[config.mk]
export PLATFORM = sky130hd
export DESIGN_NAME = json_string_escaper_flat
export DESIGN_NICKNAME = d
export VERILOG_FILES = /design/src/sv/jse_pkg.sv /design/src/sv/jse_if.sv /design/src/sv/jse_front.sv /design/src/sv/jse_queue.sv /design/src/sv/jse_back.sv /design/src/sv/json_string_escaper.sv /design/src/flat_wrapper.sv
export SDC_FILE = /design/constraint.sdc
export NUM_CORES = 1
export LEC_CHECK = 0
export ABC_AREA = 1
export BUFFER_PORTS_ARGS = -buffer_cell sky130_fd_sc_hd__buf_2
export CORE_MARGIN = 8
export CORE_UTILIZATION = 63
export DETAILED_ROUTE_END_ITERATION = 8
export PLACE_DENSITY = 0.9
export SETUP_SLACK_MARGIN = 0.1
export SYNTH_ARGS = -nofsm -noshare
export SYNTH_HDL_FRONTEND = slang
export SYNTH_SLANG_ARGS = --single-unit
[constraint.sdc]
create_clock -name clk -period 5.6 [get_ports clk]
set_input_delay 1.68 -clock clk [delete_from_list [all_inputs] [get_ports clk]]
set_output_delay 1.68 -clock clk [all_outputs]
set_load 0.01 [all_outputs]
[src/sv/jse_pkg.sv]
// Package for the JSON string escaper: item kinds, queue entry type,
// character constants and the hex digit function.
// No dependencies.
package jse_pkg;

  localparam int unsigned BYTE_W = 8;
  localparam int unsigned STEP_W = 3;
  localparam int unsigned Q_DEPTH = 2;

  localparam logic [BYTE_W-1:0] CTRL_LIMIT  = 8'h20;
  localparam logic [BYTE_W-1:0] PRINT_LIMIT = 8'h7E;

  localparam logic [BYTE_W-1:0] CH_QUOTE = 8'h22;
  localparam logic [BYTE_W-1:0] CH_BSL   = 8'h5C;
  localparam logic [BYTE_W-1:0] CH_BS    = 8'h08;
  localparam logic [BYTE_W-1:0] CH_FF    = 8'h0C;
  localparam logic [BYTE_W-1:0] CH_LF    = 8'h0A;
  localparam logic [BYTE_W-1:0] CH_CR    = 8'h0D;
  localparam logic [BYTE_W-1:0] CH_TAB   = 8'h09;
  localparam logic [BYTE_W-1:0] CH_LB    = 8'h62;
  localparam logic [BYTE_W-1:0] CH_LF_E  = 8'h66;
  localparam logic [BYTE_W-1:0] CH_LN    = 8'h6E;
  localparam logic [BYTE_W-1:0] CH_LR    = 8'h72;
  localparam logic [BYTE_W-1:0] CH_LT    = 8'h74;
  localparam logic [BYTE_W-1:0] CH_LU    = 8'h75;
  localparam logic [BYTE_W-1:0] CH_ZERO  = 8'h30;

  localparam logic [STEP_W-1:0] STEP_TWO_LAST = 3'd1;
  localparam logic [STEP_W-1:0] STEP_HEX_LAST = 3'd5;

  localparam logic [1:0] KIND_PASS = 2'd0;
  localparam logic [1:0] KIND_TWO  = 2'd1;
  localparam logic [1:0] KIND_HEX  = 2'd2;

  typedef struct packed {
    logic [1:0]        kind;
    logic [BYTE_W-1:0] data;
  } jse_entry_t;

  function automatic logic [BYTE_W-1:0] hex_digit(input logic [3:0] nib);
    logic [BYTE_W-1:0] res;
    if (nib < 4'd10) begin
      res = 8'h30 + {4'd0, nib};
    end else begin
      res = 8'h37 + {4'd0, nib};
    end
    return res;
  endfunction

endpackage

[src/sv/jse_if.sv]
// Valid/ready channel interfaces for the JSON string escaper.
// Depends on jse_pkg for the byte width.
interface jse_in_if import jse_pkg::*; ();
  logic              valid;
  logic              ready;
  logic [BYTE_W-1:0] in_byte;

  modport source (output valid, output in_byte, input ready);
  modport sink   (input valid, input in_byte, output ready);
endinterface

interface jse_out_if import jse_pkg::*; ();
  logic              valid;
  logic              ready;
  logic [BYTE_W-1:0] out_byte;
  logic              run_last;

  modport source (output valid, output out_byte, output run_last, input ready);
  modport sink   (input valid, input out_byte, input run_last, output ready);
endinterface

[src/sv/jse_front.sv]
// Front end of the escaper: classifies one raw byte into a queue entry.
// Depends on jse_pkg for the entry type and character constants.
module jse_front import jse_pkg::*; (
  input  logic [BYTE_W-1:0] raw_byte,
  output jse_entry_t        entry
);

  always_comb begin
    entry.kind = KIND_TWO;
    entry.data = raw_byte;
    unique case (raw_byte)
      CH_QUOTE: entry.data = CH_QUOTE;
      CH_BSL:   entry.data = CH_BSL;
      CH_BS:    entry.data = CH_LB;
      CH_FF:    entry.data = CH_LF_E;
      CH_LF:    entry.data = CH_LN;
      CH_CR:    entry.data = CH_LR;
      CH_TAB:   entry.data = CH_LT;
      default: begin
        if (raw_byte < CTRL_LIMIT || raw_byte > PRINT_LIMIT) begin
          entry.kind = KIND_HEX;
        end else begin
          entry.kind = KIND_PASS;
        end
      end
    endcase
  end

endmodule

[src/sv/jse_queue.sv]
// Short first-in first-out queue of classified entries between front and back.
// Depends on jse_pkg for the entry type.
module jse_queue import jse_pkg::*; #(
  parameter int unsigned DEPTH = Q_DEPTH
) (
  input  logic       clk,
  input  logic       rst_n,
  input  logic       push_valid,
  output logic       push_ready,
  input  jse_entry_t push_data,
  output logic       pop_valid,
  input  logic       pop_ready,
  output jse_entry_t pop_data
);

  localparam int unsigned AW = (DEPTH > 1) ? $clog2(DEPTH) : 1;
  localparam int unsigned CW = $clog2(DEPTH + 1);

  jse_entry_t        slot_r [DEPTH];
  logic [AW-1:0]     wr_ptr_r, wr_ptr_nxt;
  logic [AW-1:0]     rd_ptr_r, rd_ptr_nxt;
  logic [CW-1:0]     count_r, count_nxt;
  logic              do_push, do_pop;

  assign push_ready = (count_r != CW'(DEPTH));
  assign pop_valid  = (count_r != '0);
  assign pop_data   = slot_r[rd_ptr_r];
  assign do_push    = push_valid && push_ready;
  assign do_pop     = pop_valid && pop_ready;

  always_comb begin
    wr_ptr_nxt = wr_ptr_r;
    rd_ptr_nxt = rd_ptr_r;
    count_nxt  = count_r;
    if (do_push) begin
      wr_ptr_nxt = (wr_ptr_r == AW'(DEPTH - 1)) ? '0 : wr_ptr_r + 1'b1;
    end
    if (do_pop) begin
      rd_ptr_nxt = (rd_ptr_r == AW'(DEPTH - 1)) ? '0 : rd_ptr_r + 1'b1;
    end
    if (do_push && !do_pop) begin
      count_nxt = count_r + 1'b1;
    end else if (do_pop && !do_push) begin
      count_nxt = count_r - 1'b1;
    end
  end

  always_ff @(posedge clk) begin
    if (!rst_n) begin
      wr_ptr_r <= '0;
      rd_ptr_r <= '0;
      count_r  <= '0;
    end else begin
      wr_ptr_r <= wr_ptr_nxt;
      rd_ptr_r <= rd_ptr_nxt;
      count_r  <= count_nxt;
    end
  end

  always_ff @(posedge clk) begin
    if (do_push) begin
      slot_r[wr_ptr_r] <= push_data;
    end
  end

endmodule

[src/sv/jse_back.sv]
// Back end of the escaper: expands one queued entry into its run of output
// beats, one byte per beat. Depends on jse_pkg.
module jse_back import jse_pkg::*; (
  input  logic              clk,
  input  logic              rst_n,
  input  logic              q_valid,
  output logic              q_ready,
  input  jse_entry_t        q_data,
  output logic              beat_valid,
  input  logic              beat_ready,
  output logic [BYTE_W-1:0] beat_byte,
  output logic              beat_last
);

  jse_entry_t        cur_r;
  logic              busy_r, busy_nxt;
  logic [STEP_W-1:0] step_r, step_nxt;
  logic              fire, take;

  assign beat_valid = busy_r;
  assign fire       = busy_r && beat_ready;
  assign q_ready    = !busy_r || (beat_ready && beat_last);
  assign take       = q_valid && q_ready;

  always_comb begin
    beat_byte = cur_r.data;
    beat_last = 1'b1;
    unique case (cur_r.kind)
      KIND_TWO: begin
        beat_byte = (step_r == '0) ? CH_BSL : cur_r.data;
        beat_last = (step_r == STEP_TWO_LAST);
      end
      KIND_HEX: begin
        beat_last = (step_r == STEP_HEX_LAST);
        unique case (step_r)
          3'd0:    beat_byte = CH_BSL;
          3'd1:    beat_byte = CH_LU;
          3'd4:    beat_byte = hex_digit(cur_r.data[7:4]);
          3'd5:    beat_byte = hex_digit(cur_r.data[3:0]);
          default: beat_byte = CH_ZERO;
        endcase
      end
      default: begin
        beat_byte = cur_r.data;
        beat_last = 1'b1;
      end
    endcase
  end

  always_comb begin
    busy_nxt = busy_r;
    step_nxt = step_r;
    if (take) begin
      busy_nxt = 1'b1;
      step_nxt = '0;
    end else if (fire) begin
      busy_nxt = !beat_last;
      step_nxt = step_r + 1'b1;
    end
  end

  always_ff @(posedge clk) begin
    if (!rst_n) begin
      busy_r <= 1'b0;
      step_r <= '0;
    end else begin
      busy_r <= busy_nxt;
      step_r <= step_nxt;
    end
  end

  always_ff @(posedge clk) begin
    if (take) begin
      cur_r <= q_data;
    end
  end

endmodule

[src/sv/json_string_escaper.sv]
// Top level of the JSON string escaper: front classifier, entry queue and
// back-end run expander. Depends on jse_pkg, jse_if, jse_front, jse_queue, jse_back.
//
// Usage: in_ch carries one raw byte per beat; out_ch carries the escaped
// text one byte per beat, with run_last high on the final byte of the run
// for each input byte. A run is 1 byte for plain printable bytes, 2 bytes
// for quote, backslash and the five named control characters, and 6 bytes
// (\u00XX, upper-case hex) for every other byte below 0x20 or above 0x7E.
// An input beat's entry is registered in the queue, then in the back-end
// entry register, before the first byte of its run is offered on out_ch.
// Throughput: one output byte per cycle while out_ch.ready is high and the
// queue holds entries, so plain bytes then flow at one per cycle.
// The queue of QDEPTH entries lets the input keep taking bytes while a run
// is being expanded; in_ch.ready drops only when the queue is full.
// When the receiver stalls, the current byte is held unchanged on out_ch.
// Synchronous reset empties the queue and drops any run in progress.
module json_string_escaper import jse_pkg::*; #(
  parameter int unsigned QDEPTH = Q_DEPTH
) (
  input  logic       clk,
  input  logic       rst_n,
  jse_in_if.sink     in_ch,
  jse_out_if.source  out_ch
);

  jse_entry_t front_entry;
  jse_entry_t q_entry;
  logic       q_valid;
  logic       q_ready;

  jse_front u_front (
    .raw_byte (in_ch.in_byte),
    .entry    (front_entry)
  );

  jse_queue #(
    .DEPTH (QDEPTH)
  ) u_queue (
    .clk        (clk),
    .rst_n      (rst_n),
    .push_valid (in_ch.valid),
    .push_ready (in_ch.ready),
    .push_data  (front_entry),
    .pop_valid  (q_valid),
    .pop_ready  (q_ready),
    .pop_data   (q_entry)
  );

  jse_back u_back (
    .clk        (clk),
    .rst_n      (rst_n),
    .q_valid    (q_valid),
    .q_ready    (q_ready),
    .q_data     (q_entry),
    .beat_valid (out_ch.valid),
    .beat_ready (out_ch.ready),
    .beat_byte  (out_ch.out_byte),
    .beat_last  (out_ch.run_last)
  );

endmodule
[src/flat_wrapper.sv]
// flat-port wrapper written by rule: the top's interface ports become plain ports
module json_string_escaper_flat import jse_pkg::*;
#(
  parameter int unsigned QDEPTH = Q_DEPTH
)
  (clk, rst_n, in_ch_valid, in_ch_in_byte, in_ch_ready, out_ch_valid, out_ch_out_byte, out_ch_run_last, out_ch_ready);
  jse_in_if in_ch_i ();
  jse_out_if out_ch_i ();
  input  logic clk;
  input  logic rst_n;
  input wire logic [$bits(in_ch_i.valid)-1:0] in_ch_valid;
  input wire logic [$bits(in_ch_i.in_byte)-1:0] in_ch_in_byte;
  output wire logic [$bits(in_ch_i.ready)-1:0] in_ch_ready;
  output wire logic [$bits(out_ch_i.valid)-1:0] out_ch_valid;
  output wire logic [$bits(out_ch_i.out_byte)-1:0] out_ch_out_byte;
  output wire logic [$bits(out_ch_i.run_last)-1:0] out_ch_run_last;
  input wire logic [$bits(out_ch_i.ready)-1:0] out_ch_ready;
  assign in_ch_i.valid = in_ch_valid;
  assign in_ch_i.in_byte = in_ch_in_byte;
  assign in_ch_ready = in_ch_i.ready;
  assign out_ch_valid = out_ch_i.valid;
  assign out_ch_out_byte = out_ch_i.out_byte;
  assign out_ch_run_last = out_ch_i.run_last;
  assign out_ch_i.ready = out_ch_ready;
  json_string_escaper #(.QDEPTH(QDEPTH)) u_core (.clk(clk), .rst_n(rst_n), .in_ch(in_ch_i), .out_ch(out_ch_i));
endmodule
# Word level (Yosys, flattened, before mapping)
# Memory sizes are Yosys's and may differ from the RTL's. A register that Yosys moved wholly into a read port is not among the register bits.
# Cells that the tools add are included.
# word_totals
register_bits	8
ram_bits	20
in_bits	12
output_inout_bits	11
word_cells	68
mem_count	1
# classes
addsub	9
magnitude_cmp	4
n_eq_ne	13
muxes	17
bitwise_logic	1
n_reduce_logical	18
# memory_table
memory	depth	width	rd	rd_ports_with_merged_regs	write_ports	line	rtl
u_core.u_queue.slot_r	2	10	1	1	1	jse_queue.sv:19	jse_entry_t slot_r [DEPTH];
# op_table
op	count
case mux 8 bit (7 select lines)	1
== test 8 x 4 -> 1 bit, second input constant	5
adder 6 x 4 -> 7 bit, first input constant	4
case mux 7 bit (4 select lines)	1
case mux 8 bit (2 select lines)	1
2-to-1 mux 7 bit	2
== test 8 x 6 -> 1 bit, second input constant	1
== test 8 x 7 -> 1 bit, second input constant	1
> comparator 8 x 7 -> 1 bit, second input constant	1
< comparator 4 bit, second input constant	2
< comparator 8 x 6 -> 1 bit, second input constant	1
2-to-1 mux 2 bit	4
2-to-1 mux 8 bit	1
OR reduction 7 bit	1
== test 3 bit, second input constant	2
logical AND 1 bit	6
2-to-1 mux 1 bit	6
nonzero test 2 bit	3
logical NOT 1 bit	4
adder 3 x 1 -> 3 bit, second input constant	1
== test 3 x 1 -> 1 bit, second input constant	1
logical NOT 3 bit	1
adder 1 bit, second input constant	2
adder 2 x 1 -> 2 bit, second input constant	1
other kinds (8)	9

# Depth between registers and ports, before layout
# logic_depth
ltp_word	8
mapped_depth	12

# Cells and area by module
# From an unflattened synthesis, not the netlist that was laid out.
# unflattened
cells_unflattened	266
hier_area_um2	2303.5
# modules_own_cells
mod	n_inst	cells_per_inst	area_per_inst_um2	seq_area_each_um2
jse_back	1	134	985.9	380.4
jse_queue	1	68	980.9	700.7
jse_front	1	64	336.6	0.0

# Least setup slack after synthesis
# No wires, ideal clock.
# synth_path
path_kind	reg2out
startpoint	register, netlist name u_core.u_back.cur_r[9]
endpoint	output out_ch_out_byte[0]
t_arrival_ps	1332
required_ps	3920
path_slack_ps	2588
stages_incl_launch_ff	7
cell_sequence	edfxtp_1 > ha_1 > inv_2 > nand2_1 > o21ai_2 > or2_1 > nand2_1
# synth_via
elab_chain_cells	2
# synth_rtl
element	line	rtl
== test 2 bit or == test 2 x 1 -> 1 bit (tied branches)	jse_back.sv:28	unique case (cur_r.kind)
case mux 8 bit (2 select lines) *	jse_back.sv:28	
end: declaration	flat_wrapper.sv:15	output wire logic [$bits(out_ch_i.out_byte)-1:0] out_ch_out_byte;
# Mark *: on every way between the ends. The rest lies on a longest branch, timed or not.

# Worst setup path after layout
# layout_path
startpoint	register u_core.u_back.step_r[0]
endpoint	output out_ch_out_byte[6]
# layout_via
elab_chain_cells	3
# layout_rtl
element	line	rtl
start: declaration	jse_back.sv:17	logic [STEP_W-1:0] step_r, step_nxt;
start signal: assignment	jse_back.sv:68	step_r <= step_nxt;
== test 3 bit (tied with other cells)	jse_back.sv:35	unique case (step_r)
case mux 7 bit (4 select lines) or 2-to-1 mux 8 bit (tied branches)	jse_back.sv:35, jse_back.sv:30	
case mux 8 bit (2 select lines) *	jse_back.sv:28	
# Marked as above.

==> results.json <==
{
  "wl_microns": 4350,
  "worstSetupPathType": "reg -> out",
  "pwr-share-clk": 0.156,
  "peakVddDrop_mv": 0.353,
  "grt_antenna_before_repair": 0,
  "io_buffers": 22,
  "avgSynthCellArea_sq_um": 8.80,
  "rr_endpoint": "u_core.u_queue.count_r[1]$_SDFFE_PN0P_",
  "instances_no_fill": 328,
  "drv_slew": 0,
  "hpwlAfterDp_microns": 3400,
  "p_int_uw": 683,
  "route.vias.total": 1798,
  "pwr-share-comb": 0.449,
  "die_x_microns": 75.6,
  "seqPwrFrac": 0.395,
  "rsz0062_at_grt": "no",
  "final_cell_area_sq_um": 2470,
  "syn-cell-area_sq_um": 2230,
  "finalSetupViolCount": 0,
  "io_pins": 23,
  "ys_warn_count": 0,
  "hp-class": "reg -> reg",
  "antenna_left": 0,
  "drc_errors": 0,
  "rows": 21,
  "cts_setup_buffers": 0,
  "endpoint_kind": "output port",
  "crit-reg2reg-launch": "u_core.u_back.cur_r[9]$_DFFE_PP_",
  "cts_tree": "yes",
  "outcome": "finished clean",
  "syn-instance-count": 254,
  "grt_max_degree": 13,
  "switching_power_uw": 465,
  "power.leakage_nw": 1.06,
  "wl_per_cell_microns": 13.3,
  "critPathRequiredTime_ns": 3.92,
  "initial_core_util": 0.664,
  "cp_data_arrival_time_ns": 1.95,
  "synth_top_area_share": 0.403,
  "period_needed_ns": 3.63,
  "setup.worst_path.end": "out_ch_out_byte[6]",
  "ys_top_cells_by_area": "edfxtp_1 (40%), nand2_1 (8.6%), dfxtp_1 (7.2%)",
  "tightest_slew_ns": 0.873,
  "cp-start-kind": "flip-flop",
  "postLayoutSetupSlackWorst_ns": 1.97,
  "max_freq_mhz": 275,
  "numPlacedInstances": 320,
  "drv_cap": 0,
  "firstDrtPassIters": 4,
  "ys_seq_area_frac": 0.475,
  "worstPathMaxFanout": 5,
  "root_buffer": "clkbuf_4",
  "placed_area_sq_um": 2390,
  "synth-main-ff-cell": "edfxtp_1",
  "synth_edf_count": 30,
  "syn2layout_area_growth_pct": 10.6,
  "grt_pass1_wl_microns": 7160,
  "die_area_sq_um": 5710,
  "gp_congestion": 0.964,
  "cts.repair.resized": 0,
  "drive_gt1_frac": 0.241,
  "grt_overflow": 0,
  "cts_max_level": 2,
  "syn_nets": 274,
  "switching_share": 0.405,
  "grt_util_all_layers": 0.166,
  "power.total_mw": 1.15,
  "finalSetupTns_ns": 0,
  "clk_pin_slew_ns": 0.11,
  "fp.dieH_microns": 75.6,
  "relSlewSlack": 0.416,
  "grt_pass1_vias": 1720,
  "ys_seq_elements": 38,
  "final-hold-violation-count": 0,
  "fillers": 266,
  "fin_nets": 301,
  "skew_ns": 0.00930,
  "diodes": 0,
  "drt_iter0_drc": 109,
  "timing.final.crit_share": 0.649,
  "hold_buffers": 0,
  "core_sq_um": 3360,
  "cts_inserted_buffers": 5,
  "clockBufferDepth": 2,
  "reg2reg_depth": 11,
  "power.density_nw_per_um2": 465,
  "async_reset_ff_frac": 0,
  "yosysUniqueCellTypes": 30,
  "yosysTopAreaCell": "edfxtp_1",
  "r2r_setup_slack_ns": 3.25,
  "cp-startpoint": "u_core.u_back.step_r[0]$_SDFFE_PP0P_",
  "vias_per_cell": 5.48,
  "clock-sinks": 38,
  "pre_cts_ws_ns": 2.37,
  "clock_latency_ns": 0.35
}
-- synthesized netlist by cell type (2+ instances only) --
cell	n
mux2_2	10
ha_1	8
nor3_1	2
nand2_4	3
o21ai_2	2
nand4_1	5
nand2_2	6
nand2_1	51
inv_1	30
nor2_4	2
a21oi_1	14
dfxtp_1	8
nor2_2	4
nand3_1	21
or2_1	2
inv_2	6
o211ai_1	2
nor2_1	23
edfxtp_1	30
o21ai_0	13
nand3_2	2
a31oi_1	2
-- logic make-up (layout without fill, tap and decap cells) --
logic type / Yosys count / in the layout / synth area share
flip-flops: 38 / 38 / 0.475
multiplexers: 10 / 10 / 0.0504
buffers and inverters: 38 / 66 / 0.0644
AND/OR/NAND/NOR: 124 / 124 / 0.274
adder cells (fa/ha/maj): 8 / 8 / 0.0448
AO/OA/AOI/OAI: 36 / 36 / 0.0918
-- worst min-delay path by stage --
stage	slack, ns	cells past startpoint	to	from
after global placement	0.47	2	u_core.u_back.step_r[1]$_SDFFE_PP0P_	u_core.u_back.step_r[1]$_SDFFE_PP0P_
after global routing	0.53	2	u_core.u_back.step_r[1]$_SDFFE_PP0P_	u_core.u_back.step_r[1]$_SDFFE_PP0P_
final	0.49	2	u_core.u_back.step_r[1]$_SDFFE_PP0P_	u_core.u_back.step_r[1]$_SDFFE_PP0P_
after floorplan	0.45	2	u_core.u_back.step_r[1]$_SDFFE_PP0P_	u_core.u_back.step_r[1]$_SDFFE_PP0P_
after CTS	0.49	2	u_core.u_back.step_r[1]$_SDFFE_PP0P_	u_core.u_back.step_r[1]$_SDFFE_PP0P_
after detailed placement	0.48	2	u_core.u_back.step_r[1]$_SDFFE_PP0P_	u_core.u_back.step_r[1]$_SDFFE_PP0P_
-- power groups by stage --
stage               clock [mW]  sequential, mW  combinational [mW]
floorplan                    0           0.435               0.381
global placement             0           0.458               0.499
detailed placement           0           0.459               0.516
CTS                      0.183           0.453               0.519
global route             0.192           0.463               0.573
finish                   0.179           0.453               0.516
-- metrics by stage --
step	hold WS (ns)	utilization
after global placement	0.467	0.712
after floorplan	0.453	-
after global routing	0.528	0.735
after detailed placement	0.478	0.712
final	0.489	0.735
after CTS	0.494	0.735
-- registers in the layout (all words and copies together) (netlist names) --
register / flops
u_core.u_queue.slot_r: 20
u_core.u_back.cur_r: 10
u_core.u_back.step_r: 3
u_core.u_queue.count_r: 2
u_core.u_back.beat_valid: 1
u_core.u_queue.rd_ptr_r: 1
u_core.u_queue.wr_ptr_r: 1
-- worst max-delay path: stages (launching register included) --
cell and delay [ns]:
dfxtp_1 0.39, inv_1 0.07, ha_1 0.26, o21ai_0 0.39
nand2_1 0.10, o21ai_0 0.16, a21oi_1 0.09, buf_2 0.14
-- routing by layer --
| metal | up-vias | part of all wire | GRT usage |
|---|---|---|---|
| met2 | 71 | 0.52 | 0.311 |
| met3 | 14 | 0.055 | 0.0316 |
| met4 | 0 | 0.036 | 0.111 |
| li1 | 915 | - | - |
| met5 | - | 0 | 0 |
| met1 | 798 | 0.39 | 0.161 |
-- area by class of cell --
class | instances | area, sq um | share of cell area
flip-flops and latches | 38 | 1060 | 0.429
multi-input cells | 178 | 1030 | 0.417
inverters | 36 | 135 | 0.0547
repair buffers | 22 | 110 | 0.0446
well taps | 46 | 57.6 | 0.0233
clock inverters | 3 | 40.0 | 0.0162
clock buffers | 5 | 37.5 | 0.0152
-- placed cells by master, fill, tap and decap left out, types with 3 or more instances in the layout --
cell type | netlist | final
nand2_2 | 6 | 6
nand2_1 | 51 | 51
nor2_1 | 23 | 23
inv_1 | 30 | 30
nand3_1 | 21 | 21
edfxtp_1 | 30 | 30
dfxtp_1 | 8 | 8
nor2_2 | 4 | 4
buf_2 | 1 | 22
o21ai_0 | 13 | 13
a21oi_1 | 14 | 14
inv_2 | 6 | 6
ha_1 | 8 | 8
mux2_2 | 10 | 10
nand2_4 | 3 | 3
clkbuf_4 | 0 | 5
nand4_1 | 5 | 5
Note: power is estimated with default switching activity, not from simulation.
